<file path="config.mk">
export PLATFORM = sky130hd
export DESIGN_NAME = lle_var_store
export DESIGN_NICKNAME = d
export VERILOG_FILES = /design/src/lle_pkg.sv /design/src/lle_var_store.sv
export SDC_FILE = /design/constraint.sdc
export NUM_CORES = 2
export LEC_CHECK = 0
export CORE_UTILIZATION = 32
export CTS_BUF_LIST = sky130_fd_sc_hd__clkbuf_8
export DETAILED_ROUTE_END_ITERATION = 8
export DONT_BUFFER_PORTS = 1
export GPL_TIMING_DRIVEN = 0
export HOLD_SLACK_MARGIN = 0.03
export PLACE_DENSITY_LB_ADDON = 0.12
export SYNTH_ARGS = -nofsm -noshare
export SYNTH_HDL_FRONTEND = slang
export SYNTH_SLANG_ARGS = --single-unit
</file>
<file path="constraint.sdc">
create_clock -name clk -period 2.3 [get_ports clk]
set_input_delay 0.115 -clock clk [delete_from_list [all_inputs] [get_ports clk]]
set_output_delay 0.115 -clock clk [all_outputs]
set_load 0.01 [all_outputs]
</file>
<file path="src/lle_pkg.sv">
// ----------------------------------------------------------------------------
// lle_pkg
// Shared constants, command codes and interface structs of the ladder logic
// executor core.
// ----------------------------------------------------------------------------
package lle_pkg;

	// Sizes of the variable memory and the two stacks
	localparam int MEM_BYTES  = 256;
	localparam int COND_DEPTH = 16;
	localparam int OR_DEPTH   = 16;

	// Address widths: instruction operand, extended timer block address,
	// memory index
	localparam int ADDR_W  = 8;
	localparam int XADDR_W = ADDR_W + 1;
	localparam int MEM_AW  = (MEM_BYTES > 1) ? $clog2(MEM_BYTES) : 1;

	// Stack index and pointer widths (the pointer can hold the depth itself)
	localparam int CIDX_W = $clog2(COND_DEPTH);
	localparam int CPTR_W = $clog2(COND_DEPTH + 1);
	localparam int OIDX_W = $clog2(OR_DEPTH);
	localparam int OPTR_W = $clog2(OR_DEPTH + 1);

	// Byte offsets inside a timer block
	localparam logic [XADDR_W-1:0] TMR_PRE_HI = XADDR_W'(2);
	localparam logic [XADDR_W-1:0] TMR_PRE_LO = XADDR_W'(3);
	localparam logic [XADDR_W-1:0] TMR_ACC_HI = XADDR_W'(4);
	localparam logic [XADDR_W-1:0] TMR_ACC_LO = XADDR_W'(5);

	// Status codes
	localparam logic [2:0] ST_OK        = 3'd0;
	localparam logic [2:0] ST_CR_OVER   = 3'd1;
	localparam logic [2:0] ST_CR_UNDER  = 3'd2;
	localparam logic [2:0] ST_OR_OVER   = 3'd3;
	localparam logic [2:0] ST_OR_UNDER  = 3'd4;

	// Instruction and host command codes
	typedef enum logic [3:0] {
		CMD_SCAN_START = 4'd0,
		CMD_CLEAR      = 4'd1,
		CMD_PUSH_CR    = 4'd2,
		CMD_POP_CR     = 4'd3,
		CMD_PUSH_OR    = 4'd4,
		CMD_POP_OR     = 4'd5,
		CMD_XIO        = 4'd6,
		CMD_XIC        = 4'd7,
		CMD_OTE        = 4'd8,
		CMD_OTL        = 4'd9,
		CMD_OTU        = 4'd10,
		CMD_TMR        = 4'd11,
		CMD_SCAN_END   = 4'd12,
		CMD_READ       = 4'd13,
		CMD_WRITE      = 4'd14,
		CMD_NOP        = 4'd15
	} cmd_t;

	// Read request to the variable store: two byte ports
	typedef struct packed {
		logic               re;
		logic [XADDR_W-1:0] addr_a;
		logic [XADDR_W-1:0] addr_b;
	} rd_req_t;

	// Write request to the variable store: one byte port
	typedef struct packed {
		logic               we;
		logic [XADDR_W-1:0] addr;
		logic [7:0]         data;
	} wr_req_t;

	// One result transaction
	typedef struct packed {
		logic        rung;
		logic [2:0]  status;
		logic        aborted;
		logic [7:0]  read_data;
		logic [31:0] scan_count;
	} result_t;

endpackage

</file>
<file path="src/lle_var_store.sv">
// ----------------------------------------------------------------------------
// lle_var_store
// Byte-wide variable memory with two registered read ports and one write
// port. Per-entry valid bits make never-written bytes read as zero, reads
// outside the memory return zero, writes outside it are dropped, and a write
// to the address being read in the same cycle is forwarded.
// ----------------------------------------------------------------------------
module lle_var_store import lle_pkg::*; (
	input  logic    clk,
	input  logic    arst_n,
	input  rd_req_t rd_req,
	input  wr_req_t wr_req,
	output logic [7:0] rd_a,
	output logic [7:0] rd_b
);

	logic [7:0]           mem [MEM_BYTES];
	logic [MEM_BYTES-1:0] vld_q;

	logic              w_inr;
	logic              a_inr;
	logic              b_inr;
	logic [MEM_AW-1:0] w_idx;
	logic [MEM_AW-1:0] a_idx;
	logic [MEM_AW-1:0] b_idx;
	logic              hit_a;
	logic              hit_b;

	logic [7:0] raw_a_q;
	logic [7:0] raw_b_q;
	logic       ok_a_q;
	logic       ok_b_q;
	logic       byp_a_q;
	logic       byp_b_q;
	logic [7:0] bdata_q;

	// Decode addresses and range
	assign w_inr = wr_req.addr   < XADDR_W'(MEM_BYTES);
	assign a_inr = rd_req.addr_a < XADDR_W'(MEM_BYTES);
	assign b_inr = rd_req.addr_b < XADDR_W'(MEM_BYTES);
	assign w_idx = wr_req.addr[MEM_AW-1:0];
	assign a_idx = rd_req.addr_a[MEM_AW-1:0];
	assign b_idx = rd_req.addr_b[MEM_AW-1:0];
	assign hit_a = wr_req.we && w_inr && (wr_req.addr == rd_req.addr_a);
	assign hit_b = wr_req.we && w_inr && (wr_req.addr == rd_req.addr_b);

	// Write port
	always_ff @(posedge clk) begin
		if (wr_req.we && w_inr) begin
			mem[w_idx] <= wr_req.data;
		end
	end

	// Mark written entries
	always_ff @(posedge clk or negedge arst_n) begin
		if (!arst_n) begin
			vld_q <= '0;
		end else if (wr_req.we && w_inr) begin
			vld_q[w_idx] <= 1'b1;
		end
	end

	// Read ports with registered data
	always_ff @(posedge clk) begin
		if (rd_req.re) begin
			raw_a_q <= mem[a_idx];
			raw_b_q <= mem[b_idx];
			ok_a_q  <= a_inr && vld_q[a_idx];
			ok_b_q  <= b_inr && vld_q[b_idx];
			byp_a_q <= hit_a;
			byp_b_q <= hit_b;
			bdata_q <= wr_req.data;
		end
	end

	// Forward, then mask unwritten and out-of-range bytes
	assign rd_a = byp_a_q ? bdata_q : (ok_a_q ? raw_a_q : 8'h00);
	assign rd_b = byp_b_q ? bdata_q : (ok_b_q ? raw_b_q : 8'h00);

endmodule

</file>
After elaboration in Yosys (flattened, before gate mapping)
Memory sizes are Yosys's and may differ from the RTL's. A register that Yosys moved wholly into a read port is not among the register bits.
Cells that the tools add are included.
W data, S select, Z words.
{"block": "word_totals", "n_memories": 1, "mem_bits_rw": 2048, "wordCells": 35, "in_bits": 39, "output_inout_bits": 16, "ff_bits": 268}
{"name": "mem", "words": 256, "width": 8, "read_ports": 2, "rd_ports_with_merged_regs": 2, "wr": 1, "line_no": "lle_var_store.sv:17", "text": "logic [7:0] mem [MEM_BYTES];"}
{"block": "op_classes", "n_eq_ne": 2, "mux": 12, "order_cmp": 7, "bitwise": 1, "n_reduce_logical": 6}
{"op": "$or A256 B256 Y256", "n": 1}
{"op": "$mux W8", "n": 4}
{"op": "$lt A8 B9 Y1 const B", "n": 3}
{"op": "$lt A9 B9 Y1 const B", "n": 3}
{"op": "$eq A9 B9 Y1", "n": 2}
{"op": "$bmux W1 S8", "n": 2}
{"op": "$demux W1 S8", "n": 1}
{"op": "$ge A8 B1 Y1 const B", "n": 1}
{"op": "$logic_and A1 B1 Y1", "n": 6}
{"op": "$mux W1", "n": 5}

Longest topological paths before layout
{"block": "logic_depth", "ltp_word": 5, "depth_mapped": 12, "ltp_nobuf": 6}

Worst setup path before layout
OpenSTA, ideal clock, no wires.
{"block": "synth_timing", "path_kind": "input to register", "startpoint": "input port rd_req[0] (netlist bit)", "endpoint": "register raw_b_q[1], read port of mem, data pin", "path_slack_ns": -0.217, "required_time_ns": 2.045, "cell_stages": 9, "n_path_buf": 4, "t_arrival_ns": 2.262, "setup_ns": 0.255, "path_cell_list": "buf_2 buf_2 buf_2 buf_2 mux4_2 mux2_2 a22oi_1 nand4_1 and3_1"}
{"element": "start, declared", "line_no": "lle_var_store.sv:11", "text": "input rd_req_t rd_req,"}
{"element": "end, declared", "line_no": "lle_var_store.sv:30", "text": "logic [7:0] raw_b_q;"}

==> metrics.log <==
[metrics] # DRC: 0
[metrics] floorplan die area: around 340,000 um2
[metrics] most area-hungry cell type in the Yosys netlist: edfxtp_1
[metrics] number of input and output port buffers inserted: 0
[metrics] final WL: ~490,000 um
[metrics] worst path setup slack after routing: -689.9 ps
[metrics] ordered cell list for the critical path: clkbuf_1 -> buf_2 -> nand3_4 -> clkbuf_1 -> o22ai_2 -> a211oi_4 -> a22oi_2 -> and3_4
[metrics] # Max-Cap Violations: 3
[metrics] sequential cell area fraction in the yosys report: 63.31%
[metrics] fill cell instance count of the final layout: 30,870
[metrics] mean routed wirelength per cell: roughly 46 um
[metrics] static power due to leakage: slightly above 40 nW
[metrics] Top Ports: 55
[metrics] post-synthesis xor/xnor area fraction: 0.1291%
[metrics] CTS Root Buffer Type: clkbuf_8
[metrics] count of TritonRoute iterations in the first routing pass: 6
[metrics] clk buf depth: 4
[metrics] Setup Viol. Count Final: ~560
[metrics] Required @ worst endpoint: 3260 ps
[metrics] vias: roughly 65,000
[metrics] Max IR drop VDD: 0.4394 mV
[metrics] Post-Synth Simple-Gate Area: between 3 and 4%
[metrics] fraction of layout instances using a drive strength above 1: 48.55%
[metrics] compound-gate portion of the synthesized area: between 1.5 and 2%
[metrics] kind of start point of the critical path: primary input
[metrics] number of buffers created by CTS: about 430
[metrics] die boundary width: 584.5 um
[metrics] initial antenna violation count: between 40 and 50
[metrics] unrepaired setup endpoints after global routing: yes
[metrics] CP most frequent cell: clkbuf_1
[metrics] Detail Route Antenna Nets: 0
[metrics] data arrival time of the critical path: a little under 4000 ps
[metrics] endpoint kind of the worst setup timing path: register
[metrics] initial core utilization: between 30% and 40%
[metrics] worst-path fanout max: 10
[metrics] utilization after layout: a little under two fifths
[metrics] run status: finished with violations
[metrics] nets@finish: about 5,900
[metrics] count of pins over their slew limit: 21
[metrics] Detailed Route Iter0 Violations: between 9,000 and 10,000
[metrics] Min Clock Period, post-route: 2990 ps
[metrics] # clock sinks: between 2,000 and 2,500
[metrics] Syn. warnings: 0
[metrics] post-synthesis share of cell area spent on full adders, half adders and majority gates: 0%
[metrics] largest cells by area after synthesis: edfxtp_1, mux4_2, dfrtp_1, or2_2, mux2i_1
[metrics] clock insertion delay at the later pin of the skew report: approximately 1200 ps
[metrics] clock tree from TritonCTS: built
[metrics] placed cell count: approximately 9,900
[metrics] clock-pin slew of the registers on the worst-case setup and hold paths: 70 ps
[metrics] final hold violations: between 2,000 and 2,500
[metrics] Worst Hold Slack: -1196 ps
[metrics] number of synthesized flops with an enable pin: roughly 2,100
[metrics] crit path max-delay cell type: o22ai_2
[metrics] top achievable clock speed: around 0.33 GHz
[metrics] worst clock skew: ~62 ps
[metrics] gp weighted congestion: between 1 and 1.5
[metrics] flops & latches, synth: approximately 2,300
[metrics] Distinct cells, synth: 49
[metrics] Setup WS pre-CTS: -3412 ps
[metrics] number of standard cells in the layout, taps in and fillers out: 10,730
[metrics] number of cell rows: 213
[metrics] portion of synthesized cell area occupied by the leading cell type: between 50% and 60%
[metrics] share of synthesized area spent on multiplexers: ~29%
[metrics] failing checks: hold timing, capacitance limit, slew limit, setup timing
[metrics] Hold Path Class: in -> async
[metrics] Detailed Place HPWL: ~340,000 um
[metrics] via count of the first global-routing pass: 65,680
[metrics] power per unit of standard cell area: 746.6 nW/um2
[metrics] critical setup path kind: in -> reg
[metrics] average vias per placed instance: between 6 and 7
[metrics] post-synth design cell area: approximately 110,000 um2
[metrics] core outline area: 337,100 um2
[metrics] summed negative setup slack over all endpoints: -41,780 ps
[metrics] library cell with the highest instance count after synthesis: edfxtp_1
[metrics] top cell types by occurrence after synthesis: edfxtp_1, mux4_2, nor2_1, or2_2, dfrtp_1
[metrics] relative slew slack: -7.754%
[metrics] delay of the slowest cell on the worst path: 720 ps
[metrics] cell count after synthesis: approximately 5,300
[metrics] Post-Syn Area per Cell: roughly 20 um2
[metrics] wire length of the first global-routing pass: 641,000 um
[metrics] Net Count, Synth: around 5,300
[metrics] area overhead of the layout relative to synthesis: 17.09%
[metrics] largest family of logic cells by synthesized area: multiplexers
[metrics] die extent in y: 584.5 um
[metrics] H-tree levels: 5
[metrics] final global-route overflow total: 0
[metrics] period utilization: 130.0%
[metrics] pin count of the biggest net entering global routing: between 200 and 300
[metrics] Synth Flop Type: edfxtp_1
[metrics] Synth async-reset ratio: 10.98%
[metrics] measured slew at the worst slew-check pin: about 1600 ps
[metrics] total global routing track utilization: ~29%
-- final timing paths --
path	startpoint	endpoint	slack, ps	cells after the start
max in group asynchronous	arst_n	vld_q[40]	2500	0
worst max-delay path	rd_req[2]	raw_b_q[2]	-690	8
worst min register to register	vld_q[250]	vld_q[250]	490	1
min in group clk	wr_req[2]	mem[89][2]	-880	0
worst max register to register	mem[111][2]	raw_b_q[2]	-530	6
worst min-delay path	arst_n	vld_q[184]	-1200	0
-- routing by layer --
metal	share of wire, %	vias up	routed length (um)	GRT usage [%]
met5	0.018	-	88	0
met3	9.4	862	46480	8.488
met4	5.4	14	26440	13.48
met1	40	36480	198300	38.02
met2	45	3617	221700	43.30
li1	-	24010	-	-
-- repair_timing --
| action | CTS | global route |
|---|---|---|
| endpoints found under the hold margin | 2421 | 2326 |
| setup buffers | 16 | 3 |
| gates resized for setup | 621 | 145 |
| gates cloned | 0 | 0 |
| pin swaps | 59 | 24 |
| endpoints found under the setup margin | 1566 | 1422 |
| hold buffers | 25 | 6 |
-- cell families after synthesis --
kind of cell / after synthesis
AOI/OAI and AO/OA: 284
and+or+nand+nor: 734
muxes: 1523
buffers and inverters: 411
xor gates and xnor gates: 16
DFF: 2332
-- cell type report --
cell class | count | area [um2] | area share, %
Clock inverter | 338 | 1739 | 1.368
Clock buffer | 457 | 6290 | 4.947
Multi-Input combinational cell | 2557 | 40590 | 31.93
Tap cell | 4515 | 5649 | 4.443
Buffer | 405 | 2849 | 2.241
Inverter | 4 | 15.01 | 0.01181
Sequential cell | 2332 | 68750 | 54.07
Antenna cell | 28 | 70.07 | 0.05511
Timing Repair Buffer | 90 | 1185 | 0.9320
-- stage by stage --
stage                     power (mW)  instance area, um2
after floorplan                52.18              109000
after global placement         56.26              114700
after detailed placement       56.29              115500
after CTS                      94.96              126300
after global routing           97.06              127100
final                          94.92              127100
-- cells in the final DEF (no fill, tap or decap), types with 28 or more instances in the layout --
master         Yosys  routed
buf_4             56     115
a22oi_1           78      32
dfrtp_1          256     256
nor2_4             0     142
buf_6             13      70
diode_2            0      28
clkbuf_1         171      68
inv_1              1     106
nand2_1           87      73
o22ai_1           69      31
mux4_2          1336    1336
buf_8              0      42
clkbuf_2           0      68
mux2i_1          159     149
o22ai_2            0      32
edfxtp_1        2076    2076
nor2_2             0      61
clkinv_1           0     125
buf_2            129      46
or2_2            258     258
dlygate4sd3_1      0      29
nor2_1           290      87
a22oi_2            0      46
clkbuf_8           0     459
clkinv_2           0      74
-- power breakdown --
group | switching (mW) | internal (mW) | leakage, nW
registers | 0.228 | 46.5 | 22.2
logic | 6.06 | 3.56 | 14.8
clock network | 19.4 | 19.1 | 4.55
total | 25.7 | 69.2 | 41.5
-- flip-flops by register name (all words and copies together) (netlist names) --
register,cells
raw_a_q,8
byp_a_q,1
raw_b_q,8
ok_a_q,1
vld_q,256
mem,2048
byp_b_q,1
ok_b_q,1
bdata_q,8
-- worst max-delay path: cells and delay by family --
kind | cells | cell delay, ps
buf+inv | 3 | 1470
simple gates | 2 | 870
compound gates | 3 | 1430
No activity file was read; power rests on OpenSTA's default activity.
