--- src/lle_pkg.sv ---
// ----------------------------------------------------------------------------
// lle_pkg
// Shared constants, command codes and interface structs of the ladder logic
// executor core.
// ----------------------------------------------------------------------------
package lle_pkg;

	// Sizes of the variable memory and the two stacks
	localparam int MEM_BYTES  = 256;
	localparam int COND_DEPTH = 16;
	localparam int OR_DEPTH   = 16;

	// Address widths: instruction operand, extended timer block address,
	// memory index
	localparam int ADDR_W  = 8;
	localparam int XADDR_W = ADDR_W + 1;
	localparam int MEM_AW  = (MEM_BYTES > 1) ? $clog2(MEM_BYTES) : 1;

	// Stack index and pointer widths (the pointer can hold the depth itself)
	localparam int CIDX_W = $clog2(COND_DEPTH);
	localparam int CPTR_W = $clog2(COND_DEPTH + 1);
	localparam int OIDX_W = $clog2(OR_DEPTH);
	localparam int OPTR_W = $clog2(OR_DEPTH + 1);

	// Byte offsets inside a timer block
	localparam logic [XADDR_W-1:0] TMR_PRE_HI = XADDR_W'(2);
	localparam logic [XADDR_W-1:0] TMR_PRE_LO = XADDR_W'(3);
	localparam logic [XADDR_W-1:0] TMR_ACC_HI = XADDR_W'(4);
	localparam logic [XADDR_W-1:0] TMR_ACC_LO = XADDR_W'(5);

	// Status codes
	localparam logic [2:0] ST_OK        = 3'd0;
	localparam logic [2:0] ST_CR_OVER   = 3'd1;
	localparam logic [2:0] ST_CR_UNDER  = 3'd2;
	localparam logic [2:0] ST_OR_OVER   = 3'd3;
	localparam logic [2:0] ST_OR_UNDER  = 3'd4;

	// Instruction and host command codes
	typedef enum logic [3:0] {
		CMD_SCAN_START = 4'd0,
		CMD_CLEAR      = 4'd1,
		CMD_PUSH_CR    = 4'd2,
		CMD_POP_CR     = 4'd3,
		CMD_PUSH_OR    = 4'd4,
		CMD_POP_OR     = 4'd5,
		CMD_XIO        = 4'd6,
		CMD_XIC        = 4'd7,
		CMD_OTE        = 4'd8,
		CMD_OTL        = 4'd9,
		CMD_OTU        = 4'd10,
		CMD_TMR        = 4'd11,
		CMD_SCAN_END   = 4'd12,
		CMD_READ       = 4'd13,
		CMD_WRITE      = 4'd14,
		CMD_NOP        = 4'd15
	} cmd_t;

	// Read request to the variable store: two byte ports
	typedef struct packed {
		logic               re;
		logic [XADDR_W-1:0] addr_a;
		logic [XADDR_W-1:0] addr_b;
	} rd_req_t;

	// Write request to the variable store: one byte port
	typedef struct packed {
		logic               we;
		logic [XADDR_W-1:0] addr;
		logic [7:0]         data;
	} wr_req_t;

	// One result transaction
	typedef struct packed {
		logic        rung;
		logic [2:0]  status;
		logic        aborted;
		logic [7:0]  read_data;
		logic [31:0] scan_count;
	} result_t;

endpackage

--- src/lle_exec.sv ---
// ----------------------------------------------------------------------------
// lle_exec
// Instruction stage of the ladder logic executor: holds one transaction,
// issues variable reads, updates the rung, stacks and scan state, and
// sequences the timer instruction through four phases.
// ----------------------------------------------------------------------------
module lle_exec import lle_pkg::*; (
	input  logic          clk,
	input  logic          arst_n,
	input  logic          in_acc,
	input  logic [3:0]    cmd,
	input  logic [7:0]    addr,
	input  logic [7:0]    wdata,
	input  logic [15:0]   dt,
	input  logic          out_free,
	output logic          busy,
	output logic          done,
	output result_t       res,
	output rd_req_t       rd_req,
	output wr_req_t       wr_req,
	input  logic [7:0]    rd_a,
	input  logic [7:0]    rd_b
);

	typedef enum logic [1:0] {
		PH_FIRST,
		PH_ACC,
		PH_HI,
		PH_LO
	} phase_t;

	phase_t phase_q;
	logic   valid_s1;

	cmd_t        cmd_s1;
	logic [7:0]  addr_s1;
	logic [7:0]  wdata_s1;
	logic [15:0] dt_s1;

	logic              rung_q;
	logic [CPTR_W-1:0] cptr_q;
	logic [OPTR_W-1:0] optr_q;
	logic              abort_q;
	logic [2:0]        fault_q;
	logic [31:0]       scans_q;
	logic              cstk_q [COND_DEPTH];
	logic              ostk_q [OR_DEPTH];
	logic [15:0]       pre_q;
	logic [15:0]       acc_q;

	logic [XADDR_W-1:0] addr_x;
	logic [XADDR_W-1:0] in_addr_x;
	logic               tmr_run;
	logic               last;
	logic               pre_ok;
	logic               acc_ok;
	logic [15:0]        acc_w;
	logic [15:0]        sum;
	logic [15:0]        clamp;
	logic               tmr_rung;
	logic [15:0]        acc_new;

	logic [CPTR_W-1:0] cptr_inc;
	logic [CPTR_W-1:0] cptr_dec;
	logic [OPTR_W-1:0] optr_inc;
	logic [OPTR_W-1:0] optr_dec;

	logic              rung_n;
	logic [CPTR_W-1:0] cptr_n;
	logic [OPTR_W-1:0] optr_n;
	logic              abort_n;
	logic [2:0]        fault_n;
	logic [31:0]       scans_n;
	logic [7:0]        rdata_n;
	logic              c_wr;
	logic              o_wr;

	// Stage control
	assign addr_x    = {1'b0, addr_s1};
	assign in_addr_x = {1'b0, addr};
	assign tmr_run   = (cmd_s1 == CMD_TMR) && !abort_q;
	assign last      = !tmr_run || (phase_q == PH_LO);
	assign done      = valid_s1 && last && out_free;
	assign busy      = valid_s1;

	// Timer block bounds: a word reads as zero unless both bytes exist
	assign pre_ok = (addr_x + TMR_PRE_LO) < XADDR_W'(MEM_BYTES);
	assign acc_ok = (addr_x + TMR_ACC_LO) < XADDR_W'(MEM_BYTES);

	// Timer accumulate and clamp
	assign acc_w    = acc_ok ? {rd_a, rd_b} : 16'h0000;
	assign sum      = acc_w + dt_s1;
	assign clamp    = (sum > pre_q) ? pre_q : sum;
	assign tmr_rung = rung_q && (clamp >= pre_q);
	assign acc_new  = rung_q ? clamp : 16'h0000;

	// Stack pointer arithmetic
	assign cptr_inc = cptr_q + 1'b1;
	assign cptr_dec = cptr_q - 1'b1;
	assign optr_inc = optr_q + 1'b1;
	assign optr_dec = optr_q - 1'b1;

	// Read requests: operand byte or preset word on accept, accumulator next
	always_comb begin
		rd_req.re = in_acc || (valid_s1 && tmr_run && (phase_q == PH_FIRST));
		if (in_acc) begin
			rd_req.addr_a = (cmd_t'(cmd) == CMD_TMR) ? (in_addr_x + TMR_PRE_HI) : in_addr_x;
			rd_req.addr_b = in_addr_x + TMR_PRE_LO;
		end else begin
			rd_req.addr_a = addr_x + TMR_ACC_HI;
			rd_req.addr_b = addr_x + TMR_ACC_LO;
		end
	end

	// Next architectural state of a finishing transaction
	always_comb begin
		rung_n  = rung_q;
		cptr_n  = cptr_q;
		optr_n  = optr_q;
		abort_n = abort_q;
		fault_n = fault_q;
		scans_n = scans_q;
		rdata_n = 8'h00;
		c_wr    = 1'b0;
		o_wr    = 1'b0;
		case (cmd_s1)
			CMD_SCAN_START: begin
				cptr_n  = '0;
				optr_n  = '0;
				rung_n  = 1'b1;
				abort_n = 1'b0;
				fault_n = ST_OK;
			end
			CMD_SCAN_END: begin
				if (!abort_q) begin
					scans_n = scans_q + 32'd1;
				end
			end
			CMD_READ: begin
				rdata_n = rd_a;
			end
			CMD_CLEAR: begin
				if (!abort_q) begin
					rung_n = 1'b1;
				end
			end
			CMD_PUSH_CR: begin
				if (!abort_q) begin
					c_wr   = cptr_q < CPTR_W'(COND_DEPTH);
					cptr_n = cptr_inc;
					if (cptr_inc >= CPTR_W'(COND_DEPTH)) begin
						abort_n = 1'b1;
						fault_n = ST_CR_OVER;
					end
				end
			end
			CMD_POP_CR: begin
				if (!abort_q) begin
					if (cptr_q == '0 || cptr_q > CPTR_W'(COND_DEPTH)) begin
						abort_n = 1'b1;
						fault_n = ST_CR_UNDER;
					end else begin
						cptr_n = cptr_dec;
						rung_n = cstk_q[cptr_dec[CIDX_W-1:0]];
					end
				end
			end
			CMD_PUSH_OR: begin
				if (!abort_q) begin
					o_wr   = optr_q < OPTR_W'(OR_DEPTH);
					optr_n = optr_inc;
					if (optr_inc >= OPTR_W'(OR_DEPTH)) begin
						abort_n = 1'b1;
						fault_n = ST_OR_OVER;
					end
				end
			end
			CMD_POP_OR: begin
				if (!abort_q) begin
					if (optr_q == '0 || optr_q > OPTR_W'(OR_DEPTH)) begin
						abort_n = 1'b1;
						fault_n = ST_OR_UNDER;
					end else begin
						optr_n = optr_dec;
						rung_n = rung_q | ostk_q[optr_dec[OIDX_W-1:0]];
					end
				end
			end
			CMD_XIO: begin
				if (!abort_q) begin
					rung_n = rung_q && (rd_a == 8'h00);
				end
			end
			CMD_XIC: begin
				if (!abort_q) begin
					rung_n = rung_q && rd_a[0];
				end
			end
			default: begin
			end
		endcase
	end

	// Variable writes: output coils, host write and the timer write-back
	always_comb begin
		wr_req.we   = 1'b0;
		wr_req.addr = addr_x;
		wr_req.data = wdata_s1;
		if (valid_s1 && tmr_run) begin
			case (phase_q)
				PH_ACC: begin
					wr_req.we   = 1'b1;
					wr_req.data = {7'b0, tmr_rung};
				end
				PH_HI: begin
					wr_req.we   = acc_ok;
					wr_req.addr = addr_x + TMR_ACC_HI;
					wr_req.data = acc_q[15:8];
				end
				PH_LO: begin
					wr_req.we   = acc_ok && done;
					wr_req.addr = addr_x + TMR_ACC_LO;
					wr_req.data = acc_q[7:0];
				end
				default: begin
				end
			endcase
		end else if (done) begin
			case (cmd_s1)
				CMD_WRITE: begin
					wr_req.we = 1'b1;
				end
				CMD_OTE: begin
					wr_req.we   = !abort_q;
					wr_req.data = {7'b0, rung_q};
				end
				CMD_OTL: begin
					wr_req.we   = !abort_q && rung_q;
					wr_req.data = 8'h01;
				end
				CMD_OTU: begin
					wr_req.we   = !abort_q && rung_q;
					wr_req.data = 8'h00;
				end
				default: begin
				end
			endcase
		end
	end

	// Hold the transaction and step the timer phases
	always_ff @(posedge clk or negedge arst_n) begin
		if (!arst_n) begin
			valid_s1 <= 1'b0;
			phase_q  <= PH_FIRST;
		end else if (in_acc) begin
			valid_s1 <= 1'b1;
			phase_q  <= PH_FIRST;
		end else if (done) begin
			valid_s1 <= 1'b0;
			phase_q  <= PH_FIRST;
		end else if (valid_s1 && tmr_run) begin
			case (phase_q)
				PH_FIRST: phase_q <= PH_ACC;
				PH_ACC:   phase_q <= PH_HI;
				PH_HI:    phase_q <= PH_LO;
				default:  phase_q <= PH_LO;
			endcase
		end
	end

	// Capture the transaction payload
	always_ff @(posedge clk) begin
		if (in_acc) begin
			cmd_s1   <= cmd_t'(cmd);
			addr_s1  <= addr;
			wdata_s1 <= wdata;
			dt_s1    <= dt;
		end
	end

	// Latch timer preset and new accumulator
	always_ff @(posedge clk) begin
		if (valid_s1 && tmr_run && (phase_q == PH_FIRST)) begin
			pre_q <= pre_ok ? {rd_a, rd_b} : 16'h0000;
		end
		if (valid_s1 && tmr_run && (phase_q == PH_ACC)) begin
			acc_q <= acc_new;
		end
	end

	// Commit rung, pointers and scan state
	always_ff @(posedge clk or negedge arst_n) begin
		if (!arst_n) begin
			rung_q  <= 1'b1;
			cptr_q  <= '0;
			optr_q  <= '0;
			abort_q <= 1'b0;
			fault_q <= ST_OK;
			scans_q <= '0;
		end else if (valid_s1 && tmr_run && (phase_q == PH_ACC)) begin
			rung_q <= tmr_rung;
		end else if (done) begin
			rung_q  <= rung_n;
			cptr_q  <= cptr_n;
			optr_q  <= optr_n;
			abort_q <= abort_n;
			fault_q <= fault_n;
			scans_q <= scans_n;
		end
	end

	// Push onto the condition and OR stacks
	always_ff @(posedge clk or negedge arst_n) begin
		if (!arst_n) begin
			for (int i = 0; i < COND_DEPTH; i++) begin
				cstk_q[i] <= 1'b0;
			end
			for (int j = 0; j < OR_DEPTH; j++) begin
				ostk_q[j] <= 1'b0;
			end
		end else if (done) begin
			if (c_wr) begin
				cstk_q[cptr_q[CIDX_W-1:0]] <= rung_q;
			end
			if (o_wr) begin
				ostk_q[optr_q[OIDX_W-1:0]] <= rung_q;
			end
		end
	end

	// Result of the finishing transaction
	assign res.rung       = rung_n;
	assign res.status     = fault_n;
	assign res.aborted    = abort_n;
	assign res.read_data  = rdata_n;
	assign res.scan_count = scans_n;

endmodule

--- config.mk ---
export PLATFORM = sky130hd
export DESIGN_NAME = lle_exec
export DESIGN_NICKNAME = d
export VERILOG_FILES = /design/src/lle_pkg.sv /design/src/lle_exec.sv
export SDC_FILE = /design/constraint.sdc
export NUM_CORES = 1
export LEC_CHECK = 0
export BUFFER_PORTS_ARGS = -buffer_cell sky130_fd_sc_hd__buf_4
export CORE_MARGIN = 4
export CORE_UTILIZATION = 40
export CTS_CLUSTER_DIAMETER = 80
export DETAILED_ROUTE_END_ITERATION = 10
export GPL_ROUTABILITY_DRIVEN = 0
export PLACE_DENSITY_LB_ADDON = 0.08
export SLEW_MARGIN = 25
export SYNTH_ARGS = -nofsm -noshare
export SYNTH_HDL_FRONTEND = slang
export SYNTH_SLANG_ARGS = --single-unit
--- constraint.sdc ---
create_clock -name clk -period 5.85 [get_ports clk]
set_input_delay 0.2925 -clock clk [delete_from_list [all_inputs] [get_ports clk]]
set_output_delay 0.2925 -clock clk [all_outputs]
set_load 0.01 [all_outputs]
Yosys cells after proc, flatten, opt, wreduce, memory -nomap -nowiden

Cells that the tools add are included.

Input port bits: 56
Output and inout port bits: 84
Flip-flop bits (word level): 150
Word-level logic and storage cells: 213

Eq/ne operators: 24
Order comparisons: 16
Add/subtract/negate cells: 11
Reduce and logical (&&, ||, !) cells: 35
Bitwise operators: 6
Muxes and demuxes: 75

Operators with widths:

| kind                    | count |
|---|---|
| $mux W32                | 2 |
| $pmux W8 S3             | 2 |
| $add A32 B1 Y32 const B | 1 |
| $bwmux W16              | 2 |
| $eq A4 B4 Y1 const B    | 8 |
| $mux W16                | 2 |
| $mux W1                 | 31 |
| $ge A5 B5 Y1 const B    | 6 |
| $mux W5                 | 6 |
| $pmux W5 S3             | 2 |
| $add A8 B2 Y9 const B   | 3 |
| $mux W3                 | 8 |
| $mux W8                 | 3 |
| $not A4 Y5              | 4 |
| $add A8 B3 Y9 const B   | 2 |
| $lt A9 B9 Y1 const B    | 2 |
| $mux W18                | 1 |
| $mux W9                 | 2 |
| $pmux W9 S2             | 1 |
| $add A16 B16 Y16        | 1 |
| $eq A4 B3 Y1 const B    | 4 |
| $ge A16 B16 Y1          | 1 |
| $gt A16 B16 Y1          | 1 |
| $pmux W3 S5             | 1 |
| other kinds (31)        | 71 |

Depth between registers and ports, before layout

Gate-level depths: netlist of the first run.

Word-level depth: 11
Mapped depth: 31
Gate-level depth less buffers: 29

Worst setup path before layout of the first run

Ideal clock, no wire load.

Path type: register to output
Start: reg addr_s1[2]
End: out wr_req[0] (netlist name)
Required time: 5.558 ns
Path buffers: 4
Stages on the path, launching flop included: 32
Setup slack: -0.431 ns
Data arrival time: 5.988 ns
Cell sequence: edfxtp_1 clkbuf_1 inv_1 ha_1 a21oi_1 nand3b_1 clkbuf_1 and2_1 ha_1 clkbuf_1 a21oi_1 o21ai_0 a21oi_1 a31oi_1 a31oi_1 o31ai_1 ha_1 nand4_1 nor3_1 o21a_1 o31ai_1 a31oi_1 buf_2 mux2_2 ha_1 a21o_1 a21oi_1 nor2_1 o211ai_1 nand3_1 mux4_2 o21a_1

RTL lines:

| what                   | line            | source |
|---|---|---|
| from (decl)            | lle_exec.sv:36  | `logic [7:0] addr_s1;` |
| from (signal assigned) | lle_exec.sv:276 | `addr_s1 <= addr;` |
| to (decl)              | lle_exec.sv:20  | `output wr_req_t wr_req,` |

==> results of run 1 <==
what timing repair did:
action	4_1_cts	5_1_grt
endpoints found under the setup margin	2	2
buffers inserted	13	4
hold buffers	1	0
endpoints found under the hold margin	24	0
resized for setup	23	17
pin swaps	23	9
gates cloned	1	0
how the worst max path moves through the flow:
stage / start / endpoint / slack [ns] / cells after the start
after floorplan: addr_s1[2] / wr_req[0] / -0.12 / 30
after global placement: addr_s1[2] / wr_req[0] / -0.62 / 31
after detailed placement: addr_s1[2] / wr_req[0] / -0.75 / 31
after CTS: addr_s1[3] / wr_req[0] / -0.87 / 31
after global routing: addr_s1[2] / wr_req[0] / -1.29 / 32
final: addr_s1[2] / wr_req[0] / -0.93 / 34
cell usage in the layout, fill, tap and decap left out, drive strengths merged, types with 10 or more instances in the layout:
master,n
a21oi,48
and2,43
and3,10
buf,243
clkbuf,17
dfrtp,81
edfxtp,68
ha,63
inv,66
mux2,54
mux2i,13
nand2,107
nand2b,10
nand3,35
nand4,22
nor2,88
nor2b,29
nor3,17
o21a,10
o21ai,37
o31ai,13
xnor2,57
xor2,48
sequential cells by signal, summed over array words and instances (netlist names):
name and flops:
acc_q 16, rung_q 1, cptr_q 5, fault_q 3
cstk_q 16, ostk_q 16, pre_q 16, wdata_s1 8
cmd_s1 4, abort_q 1, phase_q 2, optr_q 5
busy 1, scans_q 32, addr_s1 8, dt_s1 16
worst max-delay path, delay by kind of cell, from the launching register on:
family,cells,cell delay (ns)
compound gates,12,1.62
buf+inv,8,1.09
fa+ha+maj,4,0.97
simple gates,7,0.92
mux,2,0.79
flops,1,0.48
xor+xnor,1,0.14
power groups by stage:
stage	clock (mW)	combinational [mW]	sequential, mW
after floorplan	0	0.771	1.24
after detailed placement	0	1.12	1.32
final	1.09	1.21	1.30
after CTS	1.13	1.19	1.30
after global routing	1.17	1.34	1.32
after global placement	0	1.12	1.32
cell usage after synthesis, types with 4 or more instances:
library cell	instances	area, sq um
a211oi_1	6	45.0
a21o_1	6	45.0
a21oi_1	48	240
a222oi_1	9	90.1
a31oi_1	8	50.1
and2_1	42	263
and3_1	10	62.6
and4_1	6	52.6
buf_1	4	15.0
buf_2	13	65.1
clkbuf_1	38	143
dfrtp_1	81	2030
edfxtp_1	68	2040
ha_1	63	788
inv_1	53	199
mux2_1	29	327
mux2_2	25	282
mux2i_1	13	130
mux4_2	6	135
nand2_1	107	402
nand2b_1	10	62.6
nand3_1	35	175
nand3b_1	4	30.0
nand4_1	19	119
nor2_1	86	323
nor2b_1	29	181
nor3_1	14	70.1
nor4_1	4	25.0
o211ai_1	8	60.1
o21a_1	10	75.1
o21ai_0	36	180
o22ai_1	8	50.1
o31ai_1	13	97.6
xnor2_1	57	499
xor2_1	48	420
cell type report:
class                      instances  area share
clock buffer                      17      0.0319
timing repair buffer             244       0.139
sequential                       150       0.307
clock inverter                    15      0.0106
multi-input combinational        823       0.465
tap                              330      0.0310
antenna                            1    0.000188
inverter                          55      0.0157
metal layers:
| layer | global-route usage | up-vias | share of wire |
|---|---|---|---|
| li1 | - | 4285 | - |
| met1 | 0.270 | 4087 | 0.48 |
| met2 | 0.311 | 185 | 0.47 |
| met3 | 0.0303 | 11 | 0.042 |
| met4 | 0.0410 | 0 | 0.0069 |
| met5 | 0 | - | 0 |
cells by family (layout without fill, tap and decap cells):
family | Yosys count | in the layout | synth area share
other cells | 0 | 1 | 0
compound gates | 191 | 191 | 0.122
flops | 150 | 150 | 0.391
fa+ha+maj | 64 | 64 | 0.0773
buf+inv | 114 | 331 | 0.0443
simple gates | 390 | 390 | 0.194
xor+xnor | 105 | 105 | 0.0879
mux | 73 | 73 | 0.0835
per-stage QoR:
stage / instance area, sq um / setup WS (ns) / utilization / TNS [ns] / hold slack [ns]
2_1_floorplan: 10600 / -0.125 / - / -0.125 / -0.00309
3_3_place_gp: 12400 / -0.622 / 0.487 / -0.622 / 0.245
3_5_place_dp: 12400 / -0.749 / 0.487 / -0.759 / 0.244
4_1_cts: 13200 / -0.869 / 0.519 / -0.869 / 0.00839
5_1_grt: 13300 / -1.29 / 0.523 / -1.44 / 0.00813
6_report: 13300 / -0.925 / 0.523 / -0.925 / 0.0335
==> flow_metrics.tcl, run 1 <==
set metrics [dict create \
    status "finished with violations" \
    violations "negative setup slack" \
    ys_seq_area_frac 0.391 \
    netlist_instances 1087 \
    antenna_found_initial 0 \
    rows 58 \
    initial_core_util 0.411 \
    vias 8568 \
    crit_slowest_cell "edfxtp_1" \
    grtUsageTotal 0.191 \
    reg2regPathDepth 34 \
    ys_types 74 \
    worstHoldStart "dt[1]" \
    hpwl_um 20000 \
    grt_max_degree 59 \
    fin_ws_ns -0.925 \
    clkSlewWorstSetupHoldPaths_ns 0.07 \
    pwr-share-clk 0.302 \
    fmax_ghz 0.148 \
    ys.flop_type "dfrtp_1" \
    crit_fanout 8 \
    cap_violations 0 \
    fin_nets 1411 \
    setup_violations 1 \
    syn_area_per_cell_sq_um 9.62 \
    r2r_slack_ns 0.22 \
    tightest_slew_ns 0.914 \
    port_buffers 139 \
    startpoint_type "flip-flop" \
    stdcell_count 1635 \
    place_inst 1583 \
    synth_area_sq_um 10500 \
    multi_input_area_sq_um 6190 \
    drc_errors 0 \
    internal-power_mw 2.38 \
    cp_common_cell "buf_4" \
    postRouteAntennaNets 0 \
    criticalPathCategory "flip-flop to primary output" \
    ys_ff_latch 150 \
    worst_hold_path_type "input pin to flip-flop" \
    cts_buffer_depth 2 \
    rsz0062_at_grt "yes" \
    synth-edff-count 68 \
    finalMaxSlewViolations 0 \
    async_reset_ff_frac 0.547 \
    endpoint_kind "primary output" \
    cts_buffers 17 \
    clkLatencyLatePin_ns 0.43 \
    area_delta_synth_final_pct 27.4 \
    core_area_sq_um 25500 \
    dr.pass1.iters 5 \
    slowest_delay_ns 0.48 \
    die_area_sq_um 28800 \
    routedWlPerCell_um 16.7 \
    grt_pass1_vias 8474 \
    crit_arrival_ns 6.48 \
    cts_root_buf "clkbuf_16" \
    post-route-period-util 1.16 \
    drtIter0Drc 533 \
    p_leak_nw 5.95 \
    seq_power_share 0.361 \
    power.total_mw 3.60 \
    ys_warn_count 0 \
    drive_above_1_share 0.283 \
    syn_nets 1207 \
    skew_ns 0.0138 \
    r2r_end "rung_q" \
    grt_pass1_wl_um 44300 \
    regArea_sq_um 4100 \
    powerDensity_nw_per_um2 270 \
    cp_data_required_time_ns 5.56 \
    clock-sinks 150 \
    wirelength_um 27300 \
    cts_tree "yes" \
    via_per_inst 5.24 \
    holdPathEnd "dt_s1[1]" \
    switching_share 0.340 \
    irDropWorstVdd_mv 0.200 \
    die_w_um 170 \
    fill_cells 2355 \
    cts_htree_levels 4 \
    die_h_um 170 \
    hold_violations 0 \
    p_comb_frac 0.337 \
    r2r_start "addr_s1[2]" \
    grt-ovfl-total 0 \
    fin_crit_ns 6.78 \
    max-slew-margin-rel 0.391 \
    boundaryPins 140 \
    min_path_cells 1 \
    p_sw_mw 1.23 \
]
Note: power is estimated with default switching activity, not from simulation.
==> run 2: changes to the inputs <==
--- a/config.mk
+++ b/config.mk
@@ -7,11 +7,11 @@
 export LEC_CHECK = 0
 export BUFFER_PORTS_ARGS = -buffer_cell sky130_fd_sc_hd__buf_4
 export CORE_MARGIN = 4
-export CORE_UTILIZATION = 40
+export CORE_UTILIZATION = 30
 export CTS_CLUSTER_DIAMETER = 80
 export DETAILED_ROUTE_END_ITERATION = 10
 export GPL_ROUTABILITY_DRIVEN = 0
-export PLACE_DENSITY_LB_ADDON = 0.08
+export PLACE_DENSITY_LB_ADDON = 0.25
 export SLEW_MARGIN = 25
 export SYNTH_ARGS = -nofsm -noshare
 export SYNTH_HDL_FRONTEND = slang
==> run 2 against run 1 <==
Effect of this change: the flow still finishes with violations (negative setup slack); utilization down 13 points; clock-buffer cell count up 2; worst hold slack worse by 0.0025 ns; total power up 0.37%; via count down 0.65%; critical path depth down 3.
==> flow_metrics.tcl, run 2 (synthesis results as in run 1) <==
set metrics [dict create \
    dr.pass1.iters 5 \
    crit_arrival_ns 6.45 \
    cts_root_buf "clkbuf_16" \
    tightest_slew_ns 0.888 \
    grtUsageTotal 0.146 \
    criticalPathCategory "flip-flop to primary output" \
    fin_ws_ns -0.889 \
    initial_core_util 0.304 \
    switching_share 0.332 \
    endpoint_kind "primary output" \
    seq_power_share 0.359 \
    postRouteAntennaNets 0 \
    die_w_um 195 \
    skew_ns 0.00968 \
    whs_ns 0.0310 \
    powerDensity_nw_per_um2 270 \
    die_area_sq_um 37900 \
    status "finished with violations" \
    via_per_inst 4.88 \
    vias 8512 \
    routedWlPerCell_um 15.9 \
    final_common_cell "buf_4" \
    registers.top_by_ff_count "scans_q" \
    fmax_ghz 0.148 \
    p_sw_mw 1.20 \
    pwr-share-clk 0.310 \
    hpwl_um 20800 \
    wirelength_um 27700 \
    area_delta_synth_final_pct 27.9 \
    cts_htree_levels 4 \
    crit_fanout 8 \
    p_comb_frac 0.331 \
    stdcell_count 1743 \
    grt-ovfl-total 0 \
    antennaDiodeCount 0 \
    fill_cells 3453 \
    clkSlewWorstSetupHoldPaths_ns 0.06 \
    hold_violations 0 \
    crit_slowest_cell "edfxtp_1" \
    drc_errors 0 \
    antenna_found_initial 0 \
    dp_slack_ns -0.711 \
    drtIter0Drc 522 \
    mostFrequentLayoutCells "buf_4 (222), nand2_1 (107), nor2_1 (86)" \
    grt_pass1_wl_um 45500 \
    rows 68 \
    drive_above_1_share 0.271 \
    cts_tree "yes" \
    die_h_um 195 \
    grt_max_degree 73 \
    max-slew-margin-rel 0.406 \
    startpoint_type "flip-flop" \
    finalMaxSlewViolations 0 \
    fin_crit_ns 6.74 \
    largest_reg_flops 32 \
    rsz0062_at_grt "yes" \
    clock-sinks 150 \
    violations "negative setup slack" \
    cp_data_required_time_ns 5.56 \
    cts_buffers 17 \
    post-route-period-util 1.15 \
    slowest_delay_ns 0.48 \
    cap_violations 0 \
    irDropWorstVdd_mv 0.204 \
    place_inst 1702 \
    worst_hold_path_type "input pin to flip-flop" \
    setup_violations 1 \
    internal-power_mw 2.41 \
    cp_common_cell "ha_4" \
    port_buffers 139 \
    cts_buffer_depth 2 \
    power.total_mw 3.62 \
    grt_pass1_vias 8638 \
    boundaryPins 140 \
    fin_nets 1395 \
    clkLatencyLatePin_ns 0.44 \
    core_area_sq_um 34500 \
    p_leak_nw 5.92 \
]
[run 2: cell types whose count changed in the layout (fill, tap and decap cells not counted), sizes merged]
| cell | change |
|---|---|
| buf | -17 |
| bufinv | +1 |
| clkbuf | +3 |
| clkinv | +3 |
| diode | -1 |
| inv | -6 |
[run 2: area by class of cell]
type                    count  area [sq um]  share of cell area
inverters                  55           209              0.0156
well taps                 455           569              0.0425
flip-flops and latches    150          4100               0.306
clock inverters            13           146              0.0109
clock buffers              19           444              0.0332
multi-input cells         823          6160               0.460
repair buffers            228          1760               0.131
[run 2: metrics by stage]
step                      TNS (ns)  cell area [sq um]  utilization
after floorplan             -0.125              10600            -
after global placement      -0.557              12500        0.364
after detailed placement    -0.711              12500        0.364
after CTS                   -0.961              13300        0.386
after global routing         -1.28              13400        0.388
final                       -0.889              13400        0.388
[run 2: final timing paths]
| path | slack, ns | depth (start not counted) | endpoint | start |
|---|---|---|---|---|
| hold / removal | 0.03 | 1 | dt_s1[7] | dt[7] |
| max in group asynchronous | 4.45 | 3 | ostk_q[5] | arst_n |
| hold reg to reg | 0.48 | 1 | ostk_q[4] | ostk_q[4] |
| setup / recovery | -0.89 | 31 | wr_req[0] | addr_s1[3] |
| min in group asynchronous | 0.29 | 2 | scans_q[10] | arst_n |
| setup reg to reg | 0.33 | 30 | rung_q | addr_s1[3] |
[run 2: power by group through the flow]
| stage | clock [mW] | sequential (mW) | combinational (mW) |
|---|---|---|---|
| after floorplan | 0 | 1.24 | 0.771 |
| after global placement | 0 | 1.32 | 1.11 |
| after detailed placement | 0 | 1.32 | 1.12 |
| after CTS | 1.16 | 1.30 | 1.18 |
| after global routing | 1.20 | 1.32 | 1.33 |
| final | 1.12 | 1.30 | 1.20 |
[run 2: layer usage]
metal / up-vias / wire length, um / part of all wire / GRT usage
met4: 0 / 450 / 0.016 / 0.0424
met1: 4054 / 13700 / 0.49 / 0.202
met3: 30 / 968 / 0.035 / 0.0276
met2: 173 / 12600 / 0.45 / 0.233
li1: 4255 / - / - / -
met5: - / 0 / 0 / 0
[run 2: worst max-delay path, delay by kind of cell (launching register included)]
family	cells	cell delay [ns]
buf+inv	5	0.59
simple gates	8	1.17
fa+ha+maj	5	1.23
compound gates	11	1.74
mux	2	0.79
flops	1	0.48
[run 2: timing repair]
action / CTS / global route
setup buffers: 6 / 1
pin swaps: 24 / 7
endpoints found under the hold margin: 20 / 0
gates resized for setup: 18 / 18
cloned: 1 / 0
endpoints found under the setup margin: 1 / 2
hold buffers: 1 / 0
==> run 3: changes to the inputs <==
--- a/config.mk
+++ b/config.mk
@@ -8,6 +8,7 @@
 export BUFFER_PORTS_ARGS = -buffer_cell sky130_fd_sc_hd__buf_4
 export CORE_MARGIN = 4
 export CORE_UTILIZATION = 30
+export CTS_BUF_LIST = sky130_fd_sc_hd__clkbuf_2
 export CTS_CLUSTER_DIAMETER = 80
 export DETAILED_ROUTE_END_ITERATION = 10
 export GPL_ROUTABILITY_DRIVEN = 0
==> run 3 against run 2 <==
Effect of this change: the flow still finishes with violations (negative setup slack); combinational power increased by 7%; utilization increased by 1.2 points; via count increased by 2.6%; clock skew increased by 0.043 ns; sequential power about the same; non-clock buffer count increased by 63; total power decreased by 12%; critical endpoint unchanged.
==> flow_metrics.tcl, run 3 (synthesis results as in run 1) <==
set metrics [dict create \
    mostFrequentLayoutCells "buf_4 (228), nand2_1 (104), nor2_1 (86)" \
    tns_ns -1.34 \
    powerDensity_nw_per_um2 232 \
    grt_pass1_wl_um 46500 \
    clock-sinks 150 \
    fill_cells 3417 \
    p_comb_frac 0.400 \
    pwr-share-clk 0.194 \
    cts_htree_levels 4 \
    grtUsageMet3 0.0263 \
    endpoint_kind "primary output" \
    cap_violations 0 \
    final_common_cell "buf_4" \
    crit_arrival_ns 6.90 \
    grt_max_degree 73 \
    dr.pass1.iters 5 \
    crit_slowest_cell "edfxtp_1" \
    core_area_sq_um 34500 \
    cts_root_buf "clkbuf_2" \
    violations "negative setup slack" \
    via_per_inst 4.83 \
    fin_nets 1458 \
    slowest_delay_ns 0.51 \
    registers.top_by_ff_count "scans_q" \
    power.total_mw 3.20 \
    gr-usage-met2 0.242 \
    top_usage_layer "met2" \
    criticalPathCategory "flip-flop to primary output" \
    grt_pass1_vias 8937 \
    status "finished with violations" \
    fmax_ghz 0.139 \
    routedWlPerCell_um 15.7 \
    finalMaxSlewViolations 0 \
    whs_ns 0.0839 \
    port_buffers 139 \
    clkLatencyLatePin_ns 0.80 \
    die_h_um 195 \
    post-route-period-util 1.23 \
    hold_violations 0 \
    grt-ovfl-total 0 \
    startpoint_type "flip-flop" \
    boundaryPins 140 \
    fin_ws_ns -1.34 \
    p_sw_mw 1.17 \
    reg2regPathDepth 33 \
    wirelength_um 28400 \
    setup_violations 1 \
    hpwl_um 20800 \
    cts_buffers 17 \
    p_leak_nw 6.06 \
    postRouteAntennaNets 0 \
    cts_buffer_depth 2 \
    fin_crit_ns 7.19 \
    switching_share 0.366 \
    tightest_slew_ns 0.892 \
    area_delta_synth_final_pct 31.8 \
    vias 8732 \
    crit_fanout 7 \
    die_w_um 195 \
    drive_above_1_share 0.278 \
    drtIter0Drc 572 \
    met1_usage 0.206 \
    largest_reg_flops 32 \
    max-slew-margin-rel 0.403 \
    grtUsageTotal 0.149 \
    initial_core_util 0.304 \
    clkSlewWorstSetupHoldPaths_ns 0.25 \
    finish.utilization 0.400 \
    regArea_sq_um 4100 \
    r2r_end "rung_q" \
    cp_data_required_time_ns 5.56 \
    seq_power_share 0.406 \
    cts_tree "yes" \
    rows 68 \
    r2r_slack_ns 0.09 \
    internal-power_mw 2.03 \
    irDropWorstVdd_mv 0.144 \
    antenna_found_initial 1 \
    multi_input_area_sq_um 6310 \
    r2r_start "addr_s1[2]" \
    worst_hold_path_type "input pin to asynchronous set/reset pin" \
    rsz0062_at_grt "yes" \
    die_area_sq_um 37900 \
    drc_errors 0 \
    skew_ns 0.0530 \
]
## run 3: critical path: cells and delay by family (launching register included)
family                     cells  cell delay, ns
AOI/OAI and AO/OA             12            1.86
and+or+nand+nor                6            0.90
muxes                          2            0.79
adders and majority gates      5            1.14
buffers and inverters          7            0.93
DFF                            1            0.51
## run 3: routing by layer
layer,routed length (um),part of all wire
met4,341,0.012
met2,13300,0.47
met1,13800,0.49
met3,929,0.033
met5,0,0
## run 3: worst max-delay path by stage
stage                     from  depth (start not counted)  slack (ns)         to
detailed placement  addr_s1[2]                         32       -0.71  wr_req[0]
CTS                 addr_s1[2]                         32       -1.44  wr_req[0]
global placement    addr_s1[2]                         32       -0.56  wr_req[0]
floorplan           addr_s1[2]                         30       -0.12  wr_req[0]
finish              addr_s1[2]                         32       -1.34  wr_req[0]
global route        addr_s1[2]                         36       -1.74  wr_req[0]
## run 3: what timing repair did
item | in CTS | in global routing
setup buffers | 13 | 6
gates resized for setup | 23 | 43
cloned | 1 | 0
hold buffers | 54 | 0
pin swaps | 24 | 19
setup endpoints to repair | 1 | 2
hold endpoints to repair | 133 | 0
## run 3: final cells by class
class,count,share of cell area
Multi-Input combinational cell,823,0.458
Clock buffer,18,0.00653
Inverter,55,0.0152
Tap cell,455,0.0413
Timing Repair Buffer,291,0.171
Clock inverter,14,0.0109
Sequential cell,150,0.297
Antenna cell,1,0.000181
## run 3: power groups by stage
stage          Sequential, mW  Combinational (mW)  Clock (mW)
5_1_grt                  1.32                1.41       0.698
2_1_floorplan            1.24               0.771           0
3_3_place_gp             1.32                1.11           0
6_report                 1.30                1.28       0.621
4_1_cts                  1.30                1.22       0.655
3_5_place_dp             1.32                1.12           0
## run 3: per-stage QoR
stage / cells / instance area [sq um] / setup slack (ns)
CTS: 1802 / 13500 / -1.44
floorplan: 1087 / 10600 / -0.125
global route: 1807 / 13800 / -1.74
finish: 1807 / 13800 / -1.34
global placement: 1702 / 12500 / -0.557
detailed placement: 1702 / 12500 / -0.711
